==> src/hw/rtl/h3uh_pkg.sv <==
// Shared types and constants for the H3 universal hash block.
// No dependencies; every other RTL file except h3uh_ram imports this package.
`default_nettype none

package h3uh_pkg;

	localparam int HASH_W    = 32;
	localparam int BYTE_W    = 8;
	localparam int ROW_IDX_W = 8;

	// hash words per key; row_index is sized for this count
	localparam int WORDS = 2;

	// request kinds carried in req_type
	localparam logic REQ_LOAD = 1'b0;
	localparam logic REQ_KEY  = 1'b1;

	typedef logic [HASH_W-1:0] word_t;

	typedef struct packed {
		logic                 req_type;
		logic [ROW_IDX_W-1:0] row_index;
		word_t                row_value;
		logic [BYTE_W-1:0]    key_byte;
		logic                 last_byte;
	} item_t;

	typedef struct packed {
		word_t hash_word;
		logic  word_index;
		logic  last_word;
	} result_t;

	// key byte handed to the accumulate stage in the cycle it is accepted
	typedef struct packed {
		logic              valid;
		logic [BYTE_W-1:0] key_byte;
		logic              last_byte;
	} key_req_t;

endpackage

`default_nettype wire

==> src/hw/rtl/h3uh_out_buf.sv <==
// Output buffer: holds the hash words of one key and sends them in order.
// Depends on h3uh_pkg.
`default_nettype none

module h3uh_out_buf
	import h3uh_pkg::*;
(
	input  wire      clk,
	input  wire      arst_n,
	input  wire      load,
	input  word_t    words [WORDS],
	output logic     buf_free,
	output logic     result_valid,
	input  wire      result_ready,
	output result_t  result
);

	localparam int CNT_W = (WORDS > 1) ? $clog2(WORDS) : 1;

	word_t            buf_q [WORDS];
	logic [CNT_W-1:0] cnt_q;
	logic             valid_q;
	logic             last_word;
	logic             taken;

	assign last_word    = (cnt_q == CNT_W'(WORDS - 1));
	assign taken        = valid_q && result_ready;
	assign buf_free     = !valid_q || (result_ready && last_word);
	assign result_valid = valid_q;

	assign result.hash_word  = buf_q[0];
	assign result.word_index = cnt_q[0];
	assign result.last_word  = last_word;

	always_ff @(posedge clk or negedge arst_n) begin
		if (!arst_n) begin
			valid_q <= 1'b0;
			cnt_q   <= '0;
		end else if (load) begin
			valid_q <= 1'b1;
			cnt_q   <= '0;
		end else if (taken) begin
			if (last_word) begin
				valid_q <= 1'b0;
			end else begin
				cnt_q <= cnt_q + 1'b1;
			end
		end
	end

	// the current word always sits at the head; shift on each accepted word
	always_ff @(posedge clk) begin
		if (load) begin
			buf_q <= words;
		end else if (taken) begin
			for (int i = 0; i < WORDS - 1; i++) begin
				buf_q[i] <= buf_q[i + 1];
			end
		end
	end

`ifndef SYNTHESIS
	a_load_starts: assert property (@(posedge clk) disable iff (!arst_n)
		load |=> (result_valid && cnt_q == '0))
		else $error("buffer load did not start at word zero");

	a_no_gap: assert property (@(posedge clk) disable iff (!arst_n)
		(taken && !last_word) |=> result_valid)
		else $error("hash words of one key not sent back to back");
`endif

endmodule

`default_nettype wire
==> config.mk <==
export PLATFORM = sky130hd
export DESIGN_NAME = h3uh_out_buf
export DESIGN_NICKNAME = d
export VERILOG_FILES = /design/src/hw/rtl/h3uh_pkg.sv /design/src/hw/rtl/h3uh_out_buf.sv
export SDC_FILE = /design/constraint.sdc
export NUM_CORES = 1
export LEC_CHECK = 0
export ABC_AREA = 1
export BUFFER_PORTS_ARGS = -buffer_cell sky130_fd_sc_hd__buf_4
export CORE_ASPECT_RATIO = 0.8
export CORE_MARGIN = 2
export CORE_UTILIZATION = 45
export CTS_CLUSTER_DIAMETER = 200
export DETAILED_ROUTE_END_ITERATION = 10
export PLACE_DENSITY = 0.73
export SYNTH_ARGS = -nofsm -noshare
export SYNTH_HDL_FRONTEND = slang
export SYNTH_SLANG_ARGS = --single-unit
==> constraint.sdc <==
create_clock -name clk -period 2.05 [get_ports clk]
set_clock_uncertainty 0.05 [all_clocks]
set_input_delay 0.205 -clock clk [delete_from_list [all_inputs] [get_ports clk]]
set_output_delay 0.205 -clock clk [all_outputs]
set_load 0.03 [all_outputs]
==> run summary <==
pin count of the biggest net entering global routing = 35
Core Rows = 25
final net count = 389
buffers plus inverters on the worst setup path = 1
Critical Path Fanout Max = 4
status = completed
power density over cell area = 827 nW/um2
starting density of the core = 46.6%
CTS H-Tree Depth = 3
worst-margin pin slew = 0.285 ns
Place WS = 0.640 ns
synth warn = 0
sequential share of power = 52.4%
switching share of power = 24.2%
die area = 6770 um2
worst vdd ir = 547 uV
Detailed Routing Iterations Pass 1 = 4
total CTS buffers = 9
Skew-Pair Late Insertion Delay = 0.34 ns
P_sw = 0.000767 W
Crit Path Class = flop to output pin
ratio of final minimum period to clock period = 63.6%
Startpoint Class = flop
Crit. End Element = output pin
Synth Instances = 211
final worst slack = 0.746 ns
worst hold path type = input port to flop
buffers added on ports = 103
Root Driver = clkbuf_8
CP peak stage delay = 0.41 ns
average cell area after synthesis = 13.1 um2
Cell variety after synth = 11
clock-pin slew on the worst setup and hold paths = 0.06 ns
Setup TNS = 0 ns
gr usage total = 15.4%
initial antenna violation count = 0
DRT antenna net count = 0
total clock sinks = 66
FMAX = 767 MHz
Fin. Hold Viols = 0
worst endpoint required time = 1.79 ns
Netlist Area Pre-Place = 2750 um2
Die Wd = 91.5 um
max_cap viols = 0
share of cells above drive strength 1 = 42.0%
Post-Route WL = 4990 um
post-synthesis sequential area ratio = 71.6%
Top-Level Pins = 104
vias per inst = 4.26
internal power = 0.00240 W
slew margin rel. = 81.0%
Final Max Tran Viols = 0
Pleak = 1.73 nW
post-cts sizing count = 0
crit path DAT = 1.05 ns
FF+latch count, synth = 66
initial DRC count = 62
WL/cell = 12.2 um
Clock power frac = 31.1%
RSZ-0062 raised after global routing = false
via count = 1,733
gr ovfl total = 0
TritonCTS clock tree = yes
slowest cell on the critical path = dfrtp_1
Net Count, Synth = 279
core area = 5910 um2
DRC viols = 0
critical path's top delay family = flip-flops
minimum clock period = 1.30 ns
P&R area growth vs syn = 38.9%
fin util = 64.7%
number of global-route vias before repair = 1,669
n_diodes = 0
Gate power share = 16.6%
die height = 74.0 um
Setup Viol. Count Final = 0
clk buf depth = 2
first-pass GRT wire length = 7490 um
hpwl dp = 3230 um
cells along the critical path = nand2_1 -> nand2_1 -> buf_4
gpl congestion = 0.728
critical path's most frequent cell = nand2_1
-- registers in the layout (all words and copies together), names as in the netlist --
signal / count
cnt_q: 1
buf_q: 32
result_valid: 1
result: 32
-- stage by stage --
step	cells	hold slack, ns	instance area (um2)	power [W]
3_5_place_dp	358	-0.0609	3310	0.00217
5_1_grt	407	0.0774	3830	0.00329
2_1_floorplan	211	-0.141	2750	0.00202
3_3_place_gp	358	-0.0631	3310	0.00216
4_1_cts	407	0.0625	3830	0.00321
6_report	407	0.0830	3830	0.00317
-- power groups by stage --
stage,registers (W),clock network [W],logic (W)
after floorplan,0.00168,0,0.000339
after global placement,0.00168,0,0.000471
after detailed placement,0.00169,0,0.000478
after CTS,0.00166,0.00102,0.000529
after global routing,0.00167,0.00106,0.000562
final,0.00166,0.000983,0.000524
-- worst min-delay path: cells and delay by family --
kind / cells / cell delay [ns]
simple gates: 2 / 0.09
buf+inv: 1 / 0.08
-- area by class of cell --
cell class              instances  area, um2
clock buffers                  14        173
clock inverters                 2       10.0
fillers                       457       2090
inverters                       2       15.0
multi-input cells             102        422
flip-flops and latches         66       1970
well taps                      81        101
repair buffers                140       1130
-- final timing paths --
kind / startpoint / to / slack [ns] / cells after the start
max: cnt_q / buf_free / 0.75 / 3
min: words[40] / result[10] / 0.08 / 3
max reg2reg: result_valid / result[31] / 0.83 / 3
min reg2reg: buf_q[4] / result[6] / 0.46 / 2
max in group asynchronous: arst_n / result_valid / 1.71 / 2
min in group asynchronous: arst_n / cnt_q / 0.16 / 2
-- cell families (layout without fill, tap and decap cells) --
| logic type | after synthesis | count (layout) | share of synthesized area [%] |
|---|---|---|---|
| flops | 66 | 66 | 71.6 |
| compound gates | 1 | 1 | 0.182 |
| simple gates | 101 | 101 | 15.1 |
| buf+inv | 43 | 158 | 13.1 |
-- placed cells by master, fill, tap and decap left out --
cell           Yosys  layout
nand2_1           86      86
dfrtp_1            2       2
inv_8              1       1
a21oi_1            1       1
inv_1              1       1
edfxtp_1          64      64
nand2_2           15      15
clkbuf_1           0       2
clkbuf_8           3      12
dlygate4sd3_1      0      33
clkinv_2           0       2
buf_4             34     107
-- routing by layer --
layer,part of all wire [%],global-route usage (%),vias to the layer above
met4,2.0,8.92,0
met1,38,15.9,772
met5,0,0,-
met3,7.1,6.48,11
li1,-,-,879
met2,53,27.0,71
-- what timing repair did --
item / CTS / global route
buffers inserted: 0 / 0
hold buffers: 33 / 0
hold endpoints to repair: 34 / 0
-- synthesized netlist by cell type --
cell / instances / share of area (%)
a21oi_1: 1 / 0.18
buf_4: 34 / 9.3
buf_6: 3 / 1.2
buf_8: 1 / 0.55
clkbuf_8: 3 / 1.5
dfrtp_1: 2 / 1.8
edfxtp_1: 64 / 70
inv_1: 1 / 0.14
inv_8: 1 / 0.41
nand2_1: 86 / 12
nand2_2: 15 / 3.4
No activity file was read; power rests on OpenSTA's default activity.
