`src/hw/rtl/h3uh_pkg.sv`:
```
// Shared types and constants for the H3 universal hash block.
// No dependencies; every other RTL file except h3uh_ram imports this package.
`default_nettype none

package h3uh_pkg;

	localparam int HASH_W    = 32;
	localparam int BYTE_W    = 8;
	localparam int ROW_IDX_W = 8;

	// hash words per key; row_index is sized for this count
	localparam int WORDS = 2;

	// request kinds carried in req_type
	localparam logic REQ_LOAD = 1'b0;
	localparam logic REQ_KEY  = 1'b1;

	typedef logic [HASH_W-1:0] word_t;

	typedef struct packed {
		logic                 req_type;
		logic [ROW_IDX_W-1:0] row_index;
		word_t                row_value;
		logic [BYTE_W-1:0]    key_byte;
		logic                 last_byte;
	} item_t;

	typedef struct packed {
		word_t hash_word;
		logic  word_index;
		logic  last_word;
	} result_t;

	// key byte handed to the accumulate stage in the cycle it is accepted
	typedef struct packed {
		logic              valid;
		logic [BYTE_W-1:0] key_byte;
		logic              last_byte;
	} key_req_t;

endpackage

`default_nettype wire

```
`src/hw/rtl/h3uh_accum.sv`:
```
// Accumulate stage: XORs the selected rows into the per-word accumulators.
// Depends on h3uh_pkg; row data comes from h3uh_row_store's registered read, in the cycle after the read.
`default_nettype none

module h3uh_accum
	import h3uh_pkg::*;
(
	input  wire      clk,
	input  wire      arst_n,
	input  key_req_t key,
	input  word_t    rows [WORDS][BYTE_W],
	input  wire      buf_free,
	output logic     stall,
	output logic     load,
	output word_t    words [WORDS]
);

	logic              valid_s1;
	logic [BYTE_W-1:0] byte_s1;
	logic              last_s1;
	word_t             acc_q [WORDS];

	// a finished key waits here while the output buffer still drains
	assign stall = valid_s1 && last_s1 && !buf_free;
	assign load  = valid_s1 && last_s1 && !stall;

	always_ff @(posedge clk or negedge arst_n) begin
		if (!arst_n) begin
			valid_s1 <= 1'b0;
		end else if (!stall) begin
			valid_s1 <= key.valid;
		end
	end

	always_ff @(posedge clk) begin
		if (!stall) begin
			byte_s1 <= key.key_byte;
			last_s1 <= key.last_byte;
		end
	end

	for (genvar j = 0; j < WORDS; j++) begin : g_word
		word_t mix;

		always_comb begin
			mix = '0;
			for (int b = 0; b < BYTE_W; b++) begin
				if (byte_s1[b]) begin
					mix = mix ^ rows[j][b];
				end
			end
		end

		assign words[j] = acc_q[j] ^ mix;

		always_ff @(posedge clk or negedge arst_n) begin
			if (!arst_n) begin
				acc_q[j] <= '0;
			end else if (valid_s1 && !stall) begin
				acc_q[j] <= last_s1 ? '0 : words[j];
			end
		end
	end

`ifndef SYNTHESIS
	a_acc_cleared: assert property (@(posedge clk) disable iff (!arst_n)
		load |=> (acc_q[0] == '0))
		else $error("accumulator not cleared after key end");
`endif

endmodule

`default_nettype wire

```
`config.mk`:
```
export PLATFORM = sky130hd
export DESIGN_NAME = h3uh_accum
export DESIGN_NICKNAME = d
export VERILOG_FILES = /design/src/hw/rtl/h3uh_pkg.sv /design/src/hw/rtl/h3uh_accum.sv
export SDC_FILE = /design/constraint.sdc
export NUM_CORES = 1
export LEC_CHECK = 0
export BUFFER_PORTS_ARGS = -buffer_cell sky130_fd_sc_hd__buf_2
export CAP_MARGIN = 20
export CORE_AREA = 2 2 230 232
export CTS_BUF_LIST = sky130_fd_sc_hd__clkbuf_8
export CTS_CLUSTER_SIZE = 8
export DETAILED_ROUTE_END_ITERATION = 8
export DIE_AREA = 0 0 232 234
export PLACE_DENSITY = 0.52
export SLEW_MARGIN = 20
export SYNTH_ARGS = -nofsm -noshare
export SYNTH_HDL_FRONTEND = slang
export SYNTH_SLANG_ARGS = --single-unit
```
`constraint.sdc`:
```
create_clock -name clk -period 1.75 [get_ports clk]
set_clock_uncertainty 0.1 [all_clocks]
set_input_delay 0.2625 -clock clk [delete_from_list [all_inputs] [get_ports clk]]
set_output_delay 0.2625 -clock clk [all_outputs]
set_load 0.1 [all_outputs]
```
==> results.py <==
metrics = {
    "status": {
        "status": "finished, violations left",
        "violations": "negative setup slack",
    },
    "routing": {
        "drc_errors": 0,
        "drt_wl_total_um": 52200,
        "ant_nets": 0,
        "vias": 10900,
        "via_per_inst": 4.21,
        "detail_route.wl_per_cell_um": 20.2,
        "dr.pass1.iters": 4,
        "drt_iter0_drc": 413,
    },
    "yosys": {
        "synth_warnings": 0,
        "ys_seq_elements": 74,
        "synthSimpleGateAreaFrac_pct": 19.5,
        "muxShareOfSynthArea_pct": 0,
        "synth_top_family_by_area": "XOR/XNOR gates",
        "ys_seq_area_share_pct": 19.0,
        "synthAdderAreaFrac_pct": 0,
        "syn_area_mm2": 0.00998,
        "ys_types": 19,
        "syn_nets": 1700,
        "syn_inst": 1175,
        "synthXorXnorAreaFrac_pct": 51.1,
        "synth-compound-area-share_pct": 5.67,
        "avgSynthCellArea_um2": 8.50,
    },
    "floorplan": {
        "die_area_mm2": 0.0543,
        "initial_core_util_pct": 19.2,
        "rows": 84,
        "coreArea_mm2": 0.0520,
        "num_io_pins": 591,
        "die_height_um": 234,
        "die_x_um": 232,
    },
    "timing": {
        "hold_slack_ns": 0.120,
        "setup_ws_ns": -0.990,
        "period_needed_ns": 2.74,
        "rsz0062_at_grt": "yes",
        "hold_viol_final": 0,
        "finalSetupViolations": 128,
        "worst_slew_pin_slew_ns": 0.503,
        "max-slew-margin-rel_pct": 66.3,
        "fin_crit_sh_pct": 157,
        "fmax_mhz": 365,
        "slew_violations": 0,
    },
    "grt": {
        "grt_pass1_wl_um": 68500,
        "grt_max_degree": 36,
        "grt.overflow.total": 0,
        "grtUsageTotal_pct": 17.4,
        "antenna_found_initial": 10,
        "grt_pass1_vias": 11300,
    },
    "cells_and_area": {
        "nets": 2412,
        "finalNonFillerCells": 2585,
        "area_growth_pct": 96.2,
        "drive_gt1_share_pct": 63.7,
    },
    "min_path": {
        "holdCritPathClass": "in2async",
    },
    "clock_tree": {
        "clockBufferDepth": 2,
        "cts_sinks": 74,
        "clk_pin_slew_ns": 0.09,
        "clkLatencyLatePin_ns": 0.43,
        "htreeDepth": 3,
        "cts_buffers": 9,
        "clock-root-buffer": "clkbuf_8",
        "cts_tree": "yes",
    },
    "placement": {
        "dp_hpwl_um": 36700,
        "gp_congestion": 0.926,
        "place_inst": 2493,
        "portBuffers": 590,
    },
    "pwr": {
        "peakVddDrop_v": 0.00146,
        "p_per_area_mw_per_mm2": 1790,
        "cellLeakagePower_nw": 9.93,
    },
    "worst_setup_path": {
        "worstPathMaxFanout": 9,
        "cp-end-kind": "output port",
        "cp.required_ns": 1.39,
        "critPathKind": "reg2out",
        "crit_path_start_kind": "register",
        "critPathArrivalTime_ns": 2.38,
    },
    "run": {
        "maxCapViolCount": 0,
    },
}
## worst max-delay path, cell delays in order (launching register included)
cell and delay [ns]:
edfxtp_1 0.42, buf_12 0.19, buf_16 0.16, buf_8 0.14, nand2_4 0.06, xnor2_2 0.10
xnor3_2 0.48, xnor2_4 0.19, buf_12 0.20
## logic make-up after synthesis
kind of cell / count (synthesis)
compound gates: 65
xor+xnor: 448
buf+inv: 71
flops: 74
simple gates: 517
## cell type report
cell class | count | area, µm²
clock inverter | 5 | 23.8
tap | 688 | 861
inverter | 2 | 11.3
clock buffer | 10 | 138
multi-input combinational | 1030 | 10400
timing repair buffer | 770 | 6200
sequential | 74 | 1900
fill | 5249 | 32400
antenna | 6 | 15.0
## per-layer routing
metal  global-route usage, %  vias to the layer above  routed length (µm)
met1                    19.9                     5229               20200
met4                    6.27                       12                1740
met2                    31.1                      439               27000
met5                       0                        -                  73
li1                        -                     5118                   -
met3                    4.46                       95                3240
## placed cells by master (no fill, tap or decap), drive strengths merged, types with 2 or more instances in the layout
cell type	synthesis	routed
a22o	64	64
buf	60	747
clkbuf	7	22
clkinv	0	4
dfrtp	65	65
diode	0	6
dlygate4sd3	0	11
edfxtp	9	9
inv	2	2
nand2	513	513
xnor2	320	320
xnor3	64	64
xor2	64	64
## registers in the layout, indices dropped and copies added (netlist names)
register  count
last_s1       1
valid_s1      1
acc_q        64
byte_s1       8
## stage by stage
step	utilization (%)	setup slack [ns]	power [mW]	setup TNS (ns)	area (µm²)
floorplan	-	-0.565	23.1	-66.04	11600
global placement	32.7	-0.640	32.1	-53.17	17000
detailed placement	32.7	-0.689	32.3	-55.32	17000
CTS	34.9	-1.07	34.3	-86.60	18200
global route	37.6	-1.10	36.2	-94.80	19600
finish	37.6	-0.990	35.0	-80.59	19600
## path summary, 6_finish.rpt
kind	cells after the start	slack, ns	start	end
min reg2reg	1	0.43	acc_q[58]	acc_q[58]
min	2	0.12	arst_n	acc_q[21]
max in group asynchronous	3	0.92	arst_n	acc_q[60]
max reg2reg	9	-0.52	byte_s1[3]	acc_q[14]
min in group clk	4	0.32	buf_free	valid_s1
max	8	-0.99	byte_s1[3]	words[35]
## timing repair
item	in CTS	in global routing
setup endpoints to repair	130	129
pin swaps	43	62
cloned	7	14
buffers inserted	24	18
resized for setup	103	189
hold buffers	11	0
hold endpoints to repair	75	0
## Yosys cell counts, drive strengths merged
master	count	share of area [%]
a22o	64	5.6
and3	1	0.063
buf	60	4.2
clkbuf	7	0.26
dfrtp	65	16
dlygate4sd1	2	0.18
edfxtp	9	2.7
inv	2	0.075
nand2	513	19
nand2b	1	0.063
nor2b	1	0.063
o21ai	1	0.050
or2	1	0.063
xnor2	320	31
xnor3	64	14
xor2	64	5.6
## where the power goes
group / switching, mW / internal (mW) / leakage (nW)
registers: 0.590 / 2.38 / 0.920
logic: 16.9 / 13.8 / 8.92
clock network: 0.844 / 0.531 / 0.0929
total: 18.3 / 16.7 / 9.93
Note: power is estimated with default switching activity, not from simulation.
